## config.mk

```make
export PLATFORM = sky130hd
export DESIGN_NAME = wind_direction_gust_averager_top
export DESIGN_NICKNAME = d
export VERILOG_FILES = /design/src/rtl/wdga_pkg.sv /design/src/rtl/wind_direction_gust_averager_top.sv
export SDC_FILE = /design/constraint.sdc
export NUM_CORES = 1
export LEC_CHECK = 0
export CAP_MARGIN = 10
export CELL_PAD_IN_SITES_DETAIL_PLACEMENT = 0
export CELL_PAD_IN_SITES_GLOBAL_PLACEMENT = 1
export CORE_ASPECT_RATIO = 0.6
export CORE_MARGIN = 2
export CORE_UTILIZATION = 30
export CTS_CLUSTER_SIZE = 20
export DETAILED_ROUTE_END_ITERATION = 16
export DONT_BUFFER_PORTS = 1
export PLACE_DENSITY = 0.58
export SLEW_MARGIN = 30
export SYNTH_ARGS = -nofsm -noshare
export SYNTH_HDL_FRONTEND = slang
export SYNTH_SLANG_ARGS = --single-unit
export TNS_END_PERCENT = 5
```

## constraint.sdc

```tcl
create_clock -name clk -period 9.5 [get_ports clk]
set_input_delay 0.95 -clock clk [delete_from_list [all_inputs] [get_ports clk]]
set_output_delay 0.95 -clock clk [all_outputs]
set_load 0.02 [all_outputs]
```

## src/rtl/wdga_pkg.sv

```systemverilog
// Shared types and constants for the wind direction and gust averager.
// Holds field widths, stream packing, operation codes and the controller states.
// No dependencies.
package wdga_pkg;

    // Field widths
    localparam int VANE_W  = 8;
    localparam int GUST_W  = 16;
    localparam int SLOT_W  = 6;
    localparam int AVG_W   = 8;
    localparam int CNT_W   = 16;
    localparam int OP_W    = 2;

    // Log slots and the width of the slot pointer
    localparam int LOG_SLOTS  = 64;
    localparam int SLOT_PTR_W = $clog2(LOG_SLOTS);

    // Unwrapped positions stay within one turn of the raw range: -256..511
    localparam int POS_W    = 10;
    localparam int DLT_W    = 11;
    localparam int LAST_MIN = -256;
    localparam int LAST_MAX = 511;

    // 65535 samples of at most 511 fit a 26-bit signed sum, 25-bit magnitude
    localparam int SUM_W     = 26;
    localparam int MAG_W     = 25;
    localparam int DIV_CNT_W = $clog2(MAG_W);

    localparam logic [CNT_W-1:0]        CNT_MAX   = '1;
    localparam logic signed [DLT_W-1:0] HALF_TURN = DLT_W'(128);
    localparam logic signed [DLT_W-1:0] TURN      = DLT_W'(256);

    // Stream packing
    localparam int IN_DATA_W  = 24;
    localparam int IN_USER_W  = 3;
    localparam int OUT_DATA_W = 32;
    localparam int OUT_PAD_W  = OUT_DATA_W - (SLOT_W + GUST_W + AVG_W);
    localparam int OUT_USER_W = 1;

    typedef enum logic [OP_W-1:0] {
        OP_SAMPLE  = 2'd0,
        OP_GUST    = 2'd1,
        OP_AVERAGE = 2'd2
    } op_t;

    typedef enum logic [1:0] {
        ST_IDLE,
        ST_DIV,
        ST_DONE
    } state_t;

endpackage

```

## src/rtl/wind_direction_gust_averager_top.sv

```systemverilog
// Wind direction and gust averager: unwraps vane samples into a running sum,
// tracks the peak gust and emits a mean direction per log slot.
// Depends on wdga_pkg.
//
// A direction sample or gust end is taken while idle; the next request is taken
// in the following cycle. An average end runs the 25-step restoring divider, one
// quotient bit per cycle, then loads the output register once it is free,
// skipping the divider when the period holds no sample. One average end is in flight at a time.
// Reset (rst_n low, asynchronous) clears all sums, the slot pointer, the north
// offset and the output valid.
module wind_direction_gust_averager_top (
    input  logic                             clk,
    input  logic                             rst_n,
    input  logic                             s_axis_tvalid,
    output logic                             s_axis_tready,
    // [7:0] vane_position, [23:8] gust_count
    input  logic [wdga_pkg::IN_DATA_W-1:0]   s_axis_tdata,
    // [1:0] operation, [2] sample_ok
    input  logic [wdga_pkg::IN_USER_W-1:0]   s_axis_tuser,
    output logic                             m_axis_tvalid,
    input  logic                             m_axis_tready,
    // [5:0] slot_index, [21:6] max_gust, [29:22] avg_direction, [31:30] zero
    output logic [wdga_pkg::OUT_DATA_W-1:0]  m_axis_tdata,
    // [0] direction_valid
    output logic [wdga_pkg::OUT_USER_W-1:0]  m_axis_tuser,
    input  logic                             cfg_wr_en,
    input  logic [wdga_pkg::AVG_W-1:0]       cfg_wr_data
);

    // Request fields
    wdga_pkg::op_t                   op;
    logic                            sample_ok;
    logic [wdga_pkg::VANE_W-1:0]     vane;
    logic [wdga_pkg::GUST_W-1:0]     gust_in;
    logic                            accept;

    // Controller
    wdga_pkg::state_t                state_reg, state_next;
    logic                            load_out;

    // Period state
    logic [wdga_pkg::AVG_W-1:0]      north_reg;
    logic [wdga_pkg::SLOT_PTR_W-1:0] slot_reg, slot_next;
    logic [wdga_pkg::GUST_W-1:0]     gust_reg, gust_next;
    logic signed [wdga_pkg::SUM_W-1:0] sum_reg, sum_next;
    logic signed [wdga_pkg::POS_W-1:0] last_reg, last_next;
    logic [wdga_pkg::CNT_W-1:0]      total_reg, total_next;

    // Unwrap
    logic signed [wdga_pkg::DLT_W-1:0] pos_s;
    logic signed [wdga_pkg::DLT_W-1:0] last_ext;
    logic signed [wdga_pkg::DLT_W-1:0] delta;
    logic signed [wdga_pkg::DLT_W-1:0] unw_full;
    logic signed [wdga_pkg::POS_W-1:0] unw;
    logic                              unw_take;

    // Divider and captured result
    logic signed [wdga_pkg::SUM_W-1:0] sum_neg;
    logic signed [wdga_pkg::SUM_W-1:0] sum_abs;
    logic [wdga_pkg::MAG_W-1:0]      dvd_reg;
    logic [wdga_pkg::CNT_W-1:0]      dvs_reg;
    logic [wdga_pkg::CNT_W-1:0]      rem_reg;
    logic                            neg_reg;
    logic [wdga_pkg::DIV_CNT_W-1:0]  bit_cnt_reg, bit_cnt_next;
    logic [wdga_pkg::CNT_W:0]        trial;
    logic [wdga_pkg::CNT_W:0]        diff;
    logic                            q_bit;
    logic [wdga_pkg::SLOT_W-1:0]     res_slot_reg;
    logic [wdga_pkg::GUST_W-1:0]     res_gust_reg;
    logic                            res_valid_reg;
    logic [wdga_pkg::AVG_W-1:0]      q8;
    logic [wdga_pkg::AVG_W-1:0]      mean8;
    logic [wdga_pkg::AVG_W-1:0]      avg;

    // Output register
    logic                            out_valid_reg;
    logic [wdga_pkg::SLOT_W-1:0]     out_slot_reg;
    logic [wdga_pkg::GUST_W-1:0]     out_gust_reg;
    logic                            out_dirv_reg;
    logic [wdga_pkg::AVG_W-1:0]      out_avg_reg;

    assign op        = wdga_pkg::op_t'(s_axis_tuser[wdga_pkg::OP_W-1:0]);
    assign sample_ok = s_axis_tuser[wdga_pkg::OP_W];
    assign vane      = s_axis_tdata[wdga_pkg::VANE_W-1:0];
    assign gust_in   = s_axis_tdata[wdga_pkg::VANE_W +: wdga_pkg::GUST_W];
    assign accept    = s_axis_tvalid && s_axis_tready;

    // Next state
    always_comb
    begin
        state_next = state_reg;
        case (state_reg)
            wdga_pkg::ST_IDLE:
            begin
                if (accept && op == wdga_pkg::OP_AVERAGE)
                begin
                    state_next = (total_reg != '0) ? wdga_pkg::ST_DIV : wdga_pkg::ST_DONE;
                end
            end
            wdga_pkg::ST_DIV:
            begin
                if (bit_cnt_reg == wdga_pkg::DIV_CNT_W'(wdga_pkg::MAG_W - 1))
                begin
                    state_next = wdga_pkg::ST_DONE;
                end
            end
            wdga_pkg::ST_DONE:
            begin
                if (!out_valid_reg || m_axis_tready)
                begin
                    state_next = wdga_pkg::ST_IDLE;
                end
            end
            default:
            begin
                state_next = wdga_pkg::ST_IDLE;
            end
        endcase
    end

    // Controller outputs
    always_comb
    begin
        s_axis_tready = 1'b0;
        load_out      = 1'b0;
        case (state_reg)
            wdga_pkg::ST_IDLE:
            begin
                s_axis_tready = 1'b1;
            end
            wdga_pkg::ST_DONE:
            begin
                load_out = !out_valid_reg || m_axis_tready;
            end
            default:
            begin
                s_axis_tready = 1'b0;
                load_out      = 1'b0;
            end
        endcase
    end

    // Unwrap the new position against the last one by at most one turn
    always_comb
    begin
        pos_s    = $signed({{(wdga_pkg::DLT_W - wdga_pkg::VANE_W){1'b0}}, vane});
        last_ext = {{(wdga_pkg::DLT_W - wdga_pkg::POS_W){last_reg[wdga_pkg::POS_W-1]}}, last_reg};
        delta    = pos_s - last_ext;
        unw_take = !(delta == wdga_pkg::HALF_TURN || delta == -wdga_pkg::HALF_TURN);
        if (delta > -wdga_pkg::HALF_TURN && delta < wdga_pkg::HALF_TURN)
        begin
            unw_full = pos_s;
        end
        else if (delta < -wdga_pkg::HALF_TURN)
        begin
            unw_full = pos_s + wdga_pkg::TURN;
        end
        else
        begin
            unw_full = pos_s - wdga_pkg::TURN;
        end
        unw = unw_full[wdga_pkg::POS_W-1:0];
    end

    // Period state update
    always_comb
    begin
        slot_next  = slot_reg;
        gust_next  = gust_reg;
        sum_next   = sum_reg;
        last_next  = last_reg;
        total_next = total_reg;
        if (accept)
        begin
            case (op)
                wdga_pkg::OP_SAMPLE:
                begin
                    if (sample_ok && total_reg != wdga_pkg::CNT_MAX)
                    begin
                        if (total_reg == '0)
                        begin
                            sum_next   = {{(wdga_pkg::SUM_W - wdga_pkg::VANE_W){1'b0}}, vane};
                            last_next  = {{(wdga_pkg::POS_W - wdga_pkg::VANE_W){1'b0}}, vane};
                            total_next = total_reg + wdga_pkg::CNT_W'(1);
                        end
                        else if (unw_take)
                        begin
                            sum_next   = sum_reg +
                                {{(wdga_pkg::SUM_W - wdga_pkg::POS_W){unw[wdga_pkg::POS_W-1]}}, unw};
                            last_next  = unw;
                            total_next = total_reg + wdga_pkg::CNT_W'(1);
                        end
                    end
                end
                wdga_pkg::OP_GUST:
                begin
                    if (gust_in > gust_reg)
                    begin
                        gust_next = gust_in;
                    end
                end
                wdga_pkg::OP_AVERAGE:
                begin
                    // Results are captured below; start the next period now
                    gust_next  = '0;
                    sum_next   = '0;
                    last_next  = '0;
                    total_next = '0;
                    if (slot_reg == wdga_pkg::SLOT_PTR_W'(wdga_pkg::LOG_SLOTS - 1))
                    begin
                        slot_next = '0;
                    end
                    else
                    begin
                        slot_next = slot_reg + wdga_pkg::SLOT_PTR_W'(1);
                    end
                end
                default:
                begin
                    slot_next = slot_reg;
                end
            endcase
        end
    end

    // Restoring divider step and result formatting
    always_comb
    begin
        sum_neg = -sum_reg;
        sum_abs = sum_reg[wdga_pkg::SUM_W-1] ? sum_neg : sum_reg;
        trial   = {rem_reg, dvd_reg[wdga_pkg::MAG_W-1]};
        diff    = trial - {1'b0, dvs_reg};
        q_bit   = (trial >= {1'b0, dvs_reg});
        bit_cnt_next = bit_cnt_reg + wdga_pkg::DIV_CNT_W'(1);
        q8      = dvd_reg[wdga_pkg::AVG_W-1:0];
        mean8   = neg_reg ? (~q8 + wdga_pkg::AVG_W'(1)) : q8;
        avg     = res_valid_reg ? (mean8 - north_reg) : '0;
    end

    always_ff @(posedge clk or negedge rst_n)
    begin
        if (!rst_n)
        begin
            state_reg     <= wdga_pkg::ST_IDLE;
            north_reg     <= '0;
            slot_reg      <= '0;
            gust_reg      <= '0;
            sum_reg       <= '0;
            last_reg      <= '0;
            total_reg     <= '0;
            bit_cnt_reg   <= '0;
            out_valid_reg <= 1'b0;
        end
        else
        begin
            state_reg <= state_next;
            slot_reg  <= slot_next;
            gust_reg  <= gust_next;
            sum_reg   <= sum_next;
            last_reg  <= last_next;
            total_reg <= total_next;
            if (cfg_wr_en)
            begin
                north_reg <= cfg_wr_data;
            end
            if (state_reg == wdga_pkg::ST_DIV)
            begin
                bit_cnt_reg <= bit_cnt_next;
            end
            else
            begin
                bit_cnt_reg <= '0;
            end
            if (load_out)
            begin
                out_valid_reg <= 1'b1;
            end
            else if (m_axis_tready)
            begin
                out_valid_reg <= 1'b0;
            end
        end
    end

    // Divider and result payload
    always_ff @(posedge clk)
    begin
        if (accept && op == wdga_pkg::OP_AVERAGE)
        begin
            dvd_reg       <= sum_abs[wdga_pkg::MAG_W-1:0];
            neg_reg       <= sum_reg[wdga_pkg::SUM_W-1];
            dvs_reg       <= total_reg;
            rem_reg       <= '0;
            res_slot_reg  <= wdga_pkg::SLOT_W'(slot_reg);
            res_gust_reg  <= gust_reg;
            res_valid_reg <= (total_reg != '0);
        end
        else if (state_reg == wdga_pkg::ST_DIV)
        begin
            // Shift one quotient bit in while the dividend shifts out
            dvd_reg <= {dvd_reg[wdga_pkg::MAG_W-2:0], q_bit};
            rem_reg <= q_bit ? diff[wdga_pkg::CNT_W-1:0] : trial[wdga_pkg::CNT_W-1:0];
        end
        if (load_out)
        begin
            out_slot_reg <= res_slot_reg;
            out_gust_reg <= res_gust_reg;
            out_dirv_reg <= res_valid_reg;
            out_avg_reg  <= avg;
        end
    end

    assign m_axis_tvalid = out_valid_reg;
    assign m_axis_tdata  = {{wdga_pkg::OUT_PAD_W{1'b0}}, out_avg_reg, out_gust_reg, out_slot_reg};
    assign m_axis_tuser  = out_dirv_reg;

`ifndef SYNTH
    a_div_nonzero: assert property (@(posedge clk) disable iff (!rst_n)
        (state_reg == wdga_pkg::ST_DIV) |-> (dvs_reg != '0))
        else $error("divider running with zero sample count");

    a_rem_below: assert property (@(posedge clk) disable iff (!rst_n)
        (state_reg == wdga_pkg::ST_DIV) |-> (rem_reg < dvs_reg))
        else $error("partial remainder not below divisor");

    a_period_clear: assert property (@(posedge clk) disable iff (!rst_n)
        (accept && op == wdga_pkg::OP_AVERAGE) |=> (total_reg == '0 && sum_reg == '0))
        else $error("period not cleared after average end");

    a_last_range: assert property (@(posedge clk) disable iff (!rst_n)
        (last_reg >= wdga_pkg::LAST_MIN) && (last_reg <= wdga_pkg::LAST_MAX))
        else $error("unwrapped position outside one turn");
`endif

endmodule

```

==> results.yml, run 1 <==
grt:
  grt_pass1_vias: 8188
  antenna_found_initial: 0
  grt_max_degree: 91
  grt-ovfl-total: 0
  grt_pass1_wl_um: 48520
  grt.total_usage_pct: 15.12
sta:
  fin_crit_sh_pct: 50.00
  timing.fmax_mhz: 210.5
  setup_tns_ps: 0
  fin_crit_ps: 4750
  tightest_slew_ps: 937.5
  final-hold-violation-count: 0
  rsz0062_at_grt: "false"
  relSlewSlack_pct: 37.31
  slew_violations: 0
  fin_ws_ps: 4750
  setup_violations: 0
  fin_worst_skew_ps: 22.60
synth:
  synthFlopType: "edfxtp_1"
  yosys-top-cells-area: "edfxtp_1 (25%), dfrtp_1 (19%), ha_1 (6.8%)"
  syn_inst: 1155
  synth_top_area_share_pct: 24.88
  synth_edf_count: 96
  ys_seq_elements: 202
  synth.cell_area_um2: 11590
  netlist_top_cells_count: "nand2_1 (101), edfxtp_1 (96), dfrtp_1 (90)"
  syn_area_per_cell_um2: 10.03
  ys_warn_count: 0
  synth-seq-area-share_pct: 47.07
  yosysMostFrequentCell: "nand2_1"
  ys_types: 79
  synth_area_leader_cell: "edfxtp_1"
  async_reset_ff_share_pct: 44.55
power:
  ir_drop_mv: 0.1320
  p_leak_nw: 5.108
  powerDensity_nw_per_um2: 305.4
placed_design:
  dpl.hpwl_um: 21230
  port_buffers: 0
  dp.cells: 1632
  dp_slack_ps: 4281
  place_congestion: 0.8195
layout:
  largest_register_ffs: 26
  regArea_um2: 5456
  finalNetCount: 1251
  post-route-util_pct: 34.14
  area_growth_pct: 11.51
  layout.cells.non_filler: 1674
  multi_input_area_um2: 5639
  drive_gt1_share_pct: 6.891
  diodes: 0
  num-fill-cells: 3868
critical_path:
  r2r-start: "last_reg[3]$_DFFE_PN0P_"
  reg2regPathDepth: 17
  critPathTopFamily: "compound AO/OA/AOI/OAI gates"
  required_ps: 9920
  path_class: "in -> reg"
  arrival_ps: 5170
  ff2ff_setup_slack_ps: 4860
  endpoint_kind: "register"
  startpoint_type: "input port"
  rr_endpoint: "sum_reg[18]$_DFFE_PN0P_"
  slowest_delay_ps: 560
  timing.critical_path.buf_inv: 2
  cp_cell_sequence: "inv_1 -> ha_1 -> inv_1 -> fa_1 -> a211oi_2 -> nor2_2 -> a41o_1 -> o311a_4 -> nor3_1 -> mux2i_1 -> ha_1 -> a21oi_1 -> a21boi_0 -> a21oi_1 -> nand3_1 -> mux2_1 -> a21o_1 -> a21o_1"
  cp_max_fo: 9
  slowest_stage: "a21oi_1"
drt:
  drt_iter0_drc: 591
  wl_um: 30020
  drc_errors: 0
  num_vias: 8493
  vias_per_cell: 5.073
  drt-pass1-iter-count: 5
  wl_per_cell_um: 17.94
  ant_nets: 0
clock_tree:
  cts_buffer_depth: 3
  ctsResizeCount: 0
  worst_setup_hold_path_clk_slew_ps: 60
  cts_setup_buffers: 0
  hold_buffers: 0
  cts.sinks: 202
  cts.htree.levels: 1
  tritoncts: "done"
  numCtsBuffers: 23
  root_buffer: "clkbuf_16"
  clk_latency_ps: 550
floorplanning:
  dieWidth_um: 257.7
  dieArea_um2: 40270
  core_um2: 37850
  io_pins: 75
  die_h_um: 156.2
  fp-row-count: 55
  start_util_pct: 30.62
run_status:
  outcome: "finished clean"
job:
  cap_violations: 0
hold_path:
  hp-class: "in -> async"
==> per-stage QoR <==
stage | cell area (µm²) | hold WS (ps) | total power [mW]
6_report | 12920 | 135.7 | 3.946
3_5_place_dp | 12170 | 404.5 | 3.057
2_1_floorplan | 11590 | 400.3 | 2.619
3_3_place_gp | 12130 | 400.3 | 3.052
5_1_grt | 12920 | 101.6 | 4.266
4_1_cts | 12910 | 100.1 | 3.969
==> routing by layer <==
layer | vias to the layer above | GRT usage [%] | wire length (µm)
met1 | 4084 | 25.15 | 17120
met3 | 35 | 2.996 | 1413
met2 | 158 | 19.21 | 10860
met5 | - | 0 | 0
met4 | 0 | 3.165 | 624
li1 | 4216 | - | -
==> how the worst max path moves through the flow <==
stage / from / depth (start not counted) / endpoint / slack [ps]
floorplan: s_axis_tdata[0] / 18 / sum_reg[18]$_DFFE_PN0P_ / 4780
global placement: s_axis_tdata[0] / 18 / sum_reg[18]$_DFFE_PN0P_ / 4320
detailed placement: s_axis_tdata[0] / 18 / sum_reg[18]$_DFFE_PN0P_ / 4280
CTS: s_axis_tdata[0] / 18 / sum_reg[18]$_DFFE_PN0P_ / 4830
global route: s_axis_tdata[0] / 18 / sum_reg[18]$_DFFE_PN0P_ / 4320
finish: s_axis_tdata[0] / 18 / sum_reg[18]$_DFFE_PN0P_ / 4750
==> cells in the final DEF, fill, tap and decap left out, types with 24 or more instances in the layout <==
master,count
a21oi_1,41
dfrtp_1,89
edfxtp_1,96
ha_1,63
inv_1,87
nand2_1,101
nand3_1,46
nor2_1,49
nor3_1,30
o211ai_1,24
o21ai_0,77
o31ai_1,36
xnor2_1,36
xor2_1,35
==> final cells by class <==
| class | instances | share of cell area [%] |
|---|---|---|
| multi-input combinational | 817 | 43.64 |
| tap | 513 | 4.967 |
| clock buffer | 29 | 4.783 |
| inverter | 89 | 2.585 |
| clock inverter | 13 | 0.9489 |
| timing repair buffer | 11 | 0.8521 |
| sequential | 202 | 42.22 |
==> cell families (layout without fill, tap and decap cells) <==
family | count (synthesis) | after routing | synth area share (%)
adder cells (fa/ha/maj) | 67 | 67 | 7.493
flip-flops | 202 | 202 | 47.07
multiplexers | 26 | 26 | 2.332
other | 1 | 2 | 0.03236
XOR/XNOR | 71 | 71 | 5.366
buffers and inverters | 137 | 142 | 4.675
AO/OA/AOI/OAI | 303 | 303 | 17.71
AND/OR/NAND/NOR | 348 | 348 | 15.32
==> power by group <==
group	leakage (nW)	total (mW)	switching (mW)	internal, mW
sequential	2.21	1.38	0.201	1.18
clock	0.356	0.883	0.388	0.495
combinational	2.54	1.68	1.03	0.657
(Power assumes the default switching activity.)
==> run 2: changes to the inputs <==
--- a/config.mk
+++ b/config.mk
@@ -14,7 +14,7 @@
 export CTS_CLUSTER_SIZE = 20
 export DETAILED_ROUTE_END_ITERATION = 16
 export DONT_BUFFER_PORTS = 1
-export PLACE_DENSITY = 0.58
+export PLACE_DENSITY = 0.6
 export SLEW_MARGIN = 30
 export SYNTH_ARGS = -nofsm -noshare
 export SYNTH_HDL_FRONTEND = slang
==> constraint.sdc (replaced) <==
create_clock -name clk -period 4.1 [get_ports clk]
set_input_delay 0.41 -clock clk [delete_from_list [all_inputs] [get_ports clk]]
set_output_delay 0.41 -clock clk [all_outputs]
set_load 0.02 [all_outputs]
==> run 2 against run 1 <==
Net effect:
- combinational power increased to 2.7 times the previous value
- core utilization increased by 1.9 points
- setup slack got worse by 4700 ps
- global-route usage increased by 0.25 points
- clock power increased by 150%
- first-iteration DRC count increased by 20%
- flip-flop and latch count unchanged
- critical path type is now reg -> reg
- critical endpoint is now sum_reg[16]$_DFFE_PN0P_
- highest routed layer unchanged
==> results.yml, run 2 (synthesis results as in run 1) <==
sta:
  timing.hold.ws_ps: 30.15
  tightest_slew_ps: 977.8
  final-hold-violation-count: 0
  fin_crit_sh_pct: 99.94
  timing.fmax_mhz: 244.1
  relSlewSlack_pct: 34.81
  fin_worst_skew_ps: 26.47
  setup_violations: 0
  fin_ws_ps: 2.523
  rsz0062_at_grt: "true"
  slew_violations: 0
  fin_crit_ps: 4097
grt:
  grt-ovfl-total: 0
  antenna_found_initial: 0
  grt_max_degree: 91
  grt_pass1_vias: 8545
  grt.total_usage_pct: 15.37
  grt_pass1_wl_um: 49500
floorplanning:
  core_um2: 37850
  dieWidth_um: 257.7
  die_h_um: 156.2
  io_pins: 75
  fp-row-count: 55
  start_util_pct: 30.62
  dieArea_um2: 40270
placed_design:
  port_buffers: 0
  place_congestion: 0.7965
  dp_slack_ps: -229.2
  dpl.hpwl_um: 21650
  place_area_um2: 12490
layout:
  finalNetCount: 1317
  area_growth_pct: 17.67
  final_common_cell: "nand2_1"
  fin_area_um2: 13640
  largest_register_ffs: 26
  final_cell_mix: "nand2_1 (101), edfxtp_1 (96), dfrtp_1 (90)"
  drive_gt1_share_pct: 11.83
  post-route-util_pct: 36.03
  diodes: 0
clock_tree:
  cts_buffer_depth: 3
  root_buffer: "clkbuf_16"
  clk_latency_ps: 550
  tritoncts: "done"
  cts.htree.levels: 1
  numCtsBuffers: 23
  worst_setup_hold_path_clk_slew_ps: 60
  cts.sinks: 202
critical_path:
  timing.critical_path.buf_inv: 2
  endpoint_kind: "register"
  slowest_stage: "or4_4"
  required_ps: 4560
  cp_max_fo: 4
  slowest_delay_ps: 480
  cp_cell_sequence: "inv_2 -> ha_1 -> and2_4 -> o21a_2 -> nor3_2 -> mux2_4 -> o311a_4 -> nor3_2 -> mux2i_1 -> ha_1 -> a21oi_2 -> a21boi_4 -> a21o_1 -> buf_4 -> or4_4 -> a211oi_2 -> o21bai_1"
  path_class: "reg -> reg"
  startpoint_type: "register"
  arrival_ps: 4550
  critPathTopFamily: "compound AO/OA/AOI/OAI gates"
drt:
  drc_errors: 0
  vias_per_cell: 5.089
  wl_per_cell_um: 17.65
  drt-pass1-iter-count: 5
  num_vias: 8850
  drt_iter0_drc: 707
  wl_um: 30700
  ant_nets: 0
job:
  cap_violations: 0
hold_path:
  hp-class: "in -> reg"
run_status:
  outcome: "finished clean"
power:
  ir_drop_mv: 0.4079
  p_leak_nw: 5.483
  powerDensity_nw_per_um2: 722.1
[run 2: cell count changes in the layout (fill, tap and decap cells not counted), sizes merged]
cell	change
buf	+48
dlygate4sd3	+18
clkbuf	-4
bufinv	+3
clkinv	+2
clkinvlp	-1
inv	-1
[run 2: what timing repair did]
action                     4_1_cts  5_1_grt
hold endpoints to repair       105        0
gates cloned                     0        0
pin swaps                        5        8
hold buffers                    19        0
resized for setup                5       21
setup buffers                    4        2
setup endpoints to repair        5       15
[run 2: report_power, final]
group          internal, mW  switching, mW  leakage (nW)
sequential             2.73          0.465          2.21
clock                  1.28          0.886         0.376
combinational          1.92           2.57          2.90
[run 2: area by class of cell]
| class | count | area [µm²] |
|---|---|---|
| sequential | 202 | 5455 |
| multi-input combinational | 817 | 5748 |
| clock buffer | 25 | 583.1 |
| fill | 3794 | 24210 |
| inverter | 89 | 335.3 |
| tap | 513 | 641.9 |
| timing repair buffer | 77 | 679.4 |
| clock inverter | 16 | 193.9 |
[run 2: metal layers]
layer,GRT usage (%),up-vias,routed length (µm)
li1,-,4349,-
met1,25.44,4265,17240
met2,19.94,202,11240
met3,3.158,34,1768
met4,2.560,0,450
met5,0,-,0
[run 2: worst paths after layout]
check / from / to / slack, ps / cells after the start
worst min-delay path: s_axis_tdata[15] / gust_reg[7]$_DFFE_PN0P_ / 30 / 2
max in group asynchronous: rst_n / total_reg[15]$_DFFE_PN0P_ / 3180 / 2
worst max-delay path: last_reg[3]$_DFFE_PN0P_ / sum_reg[16]$_DFFE_PN0P_ / 3 / 17
min in group asynchronous: rst_n / bit_cnt_reg[2]$_DFF_PN0_ / 530 / 2
worst min register to register: res_gust_reg[1]$_DFFE_PP_ / out_gust_reg[1]$_DFFE_PP_ / 410 / 0
worst max register to register: last_reg[3]$_DFFE_PN0P_ / sum_reg[16]$_DFFE_PN0P_ / 3 / 17
[run 2: worst register-to-register path: cells and delay by family, from the launching register on]
family          cells  cell delay, ps
mux                 2             450
fa+ha+maj           2             660
simple gates        4             940
buf+inv             2             210
compound gates      7            1380
flops               1             360
[run 2: per-stage QoR]
| step | TNS, ps | instances | total power, mW |
|---|---|---|---|
| after global routing | -750.8 | 1739 | 10.58 |
| after CTS | 0 | 1736 | 9.731 |
| after detailed placement | -973.6 | 1672 | 7.383 |
| after global placement | -160.7 | 1671 | 7.366 |
| final | 0 | 1739 | 9.847 |
| after floorplan | 0 | 1156 | 6.092 |
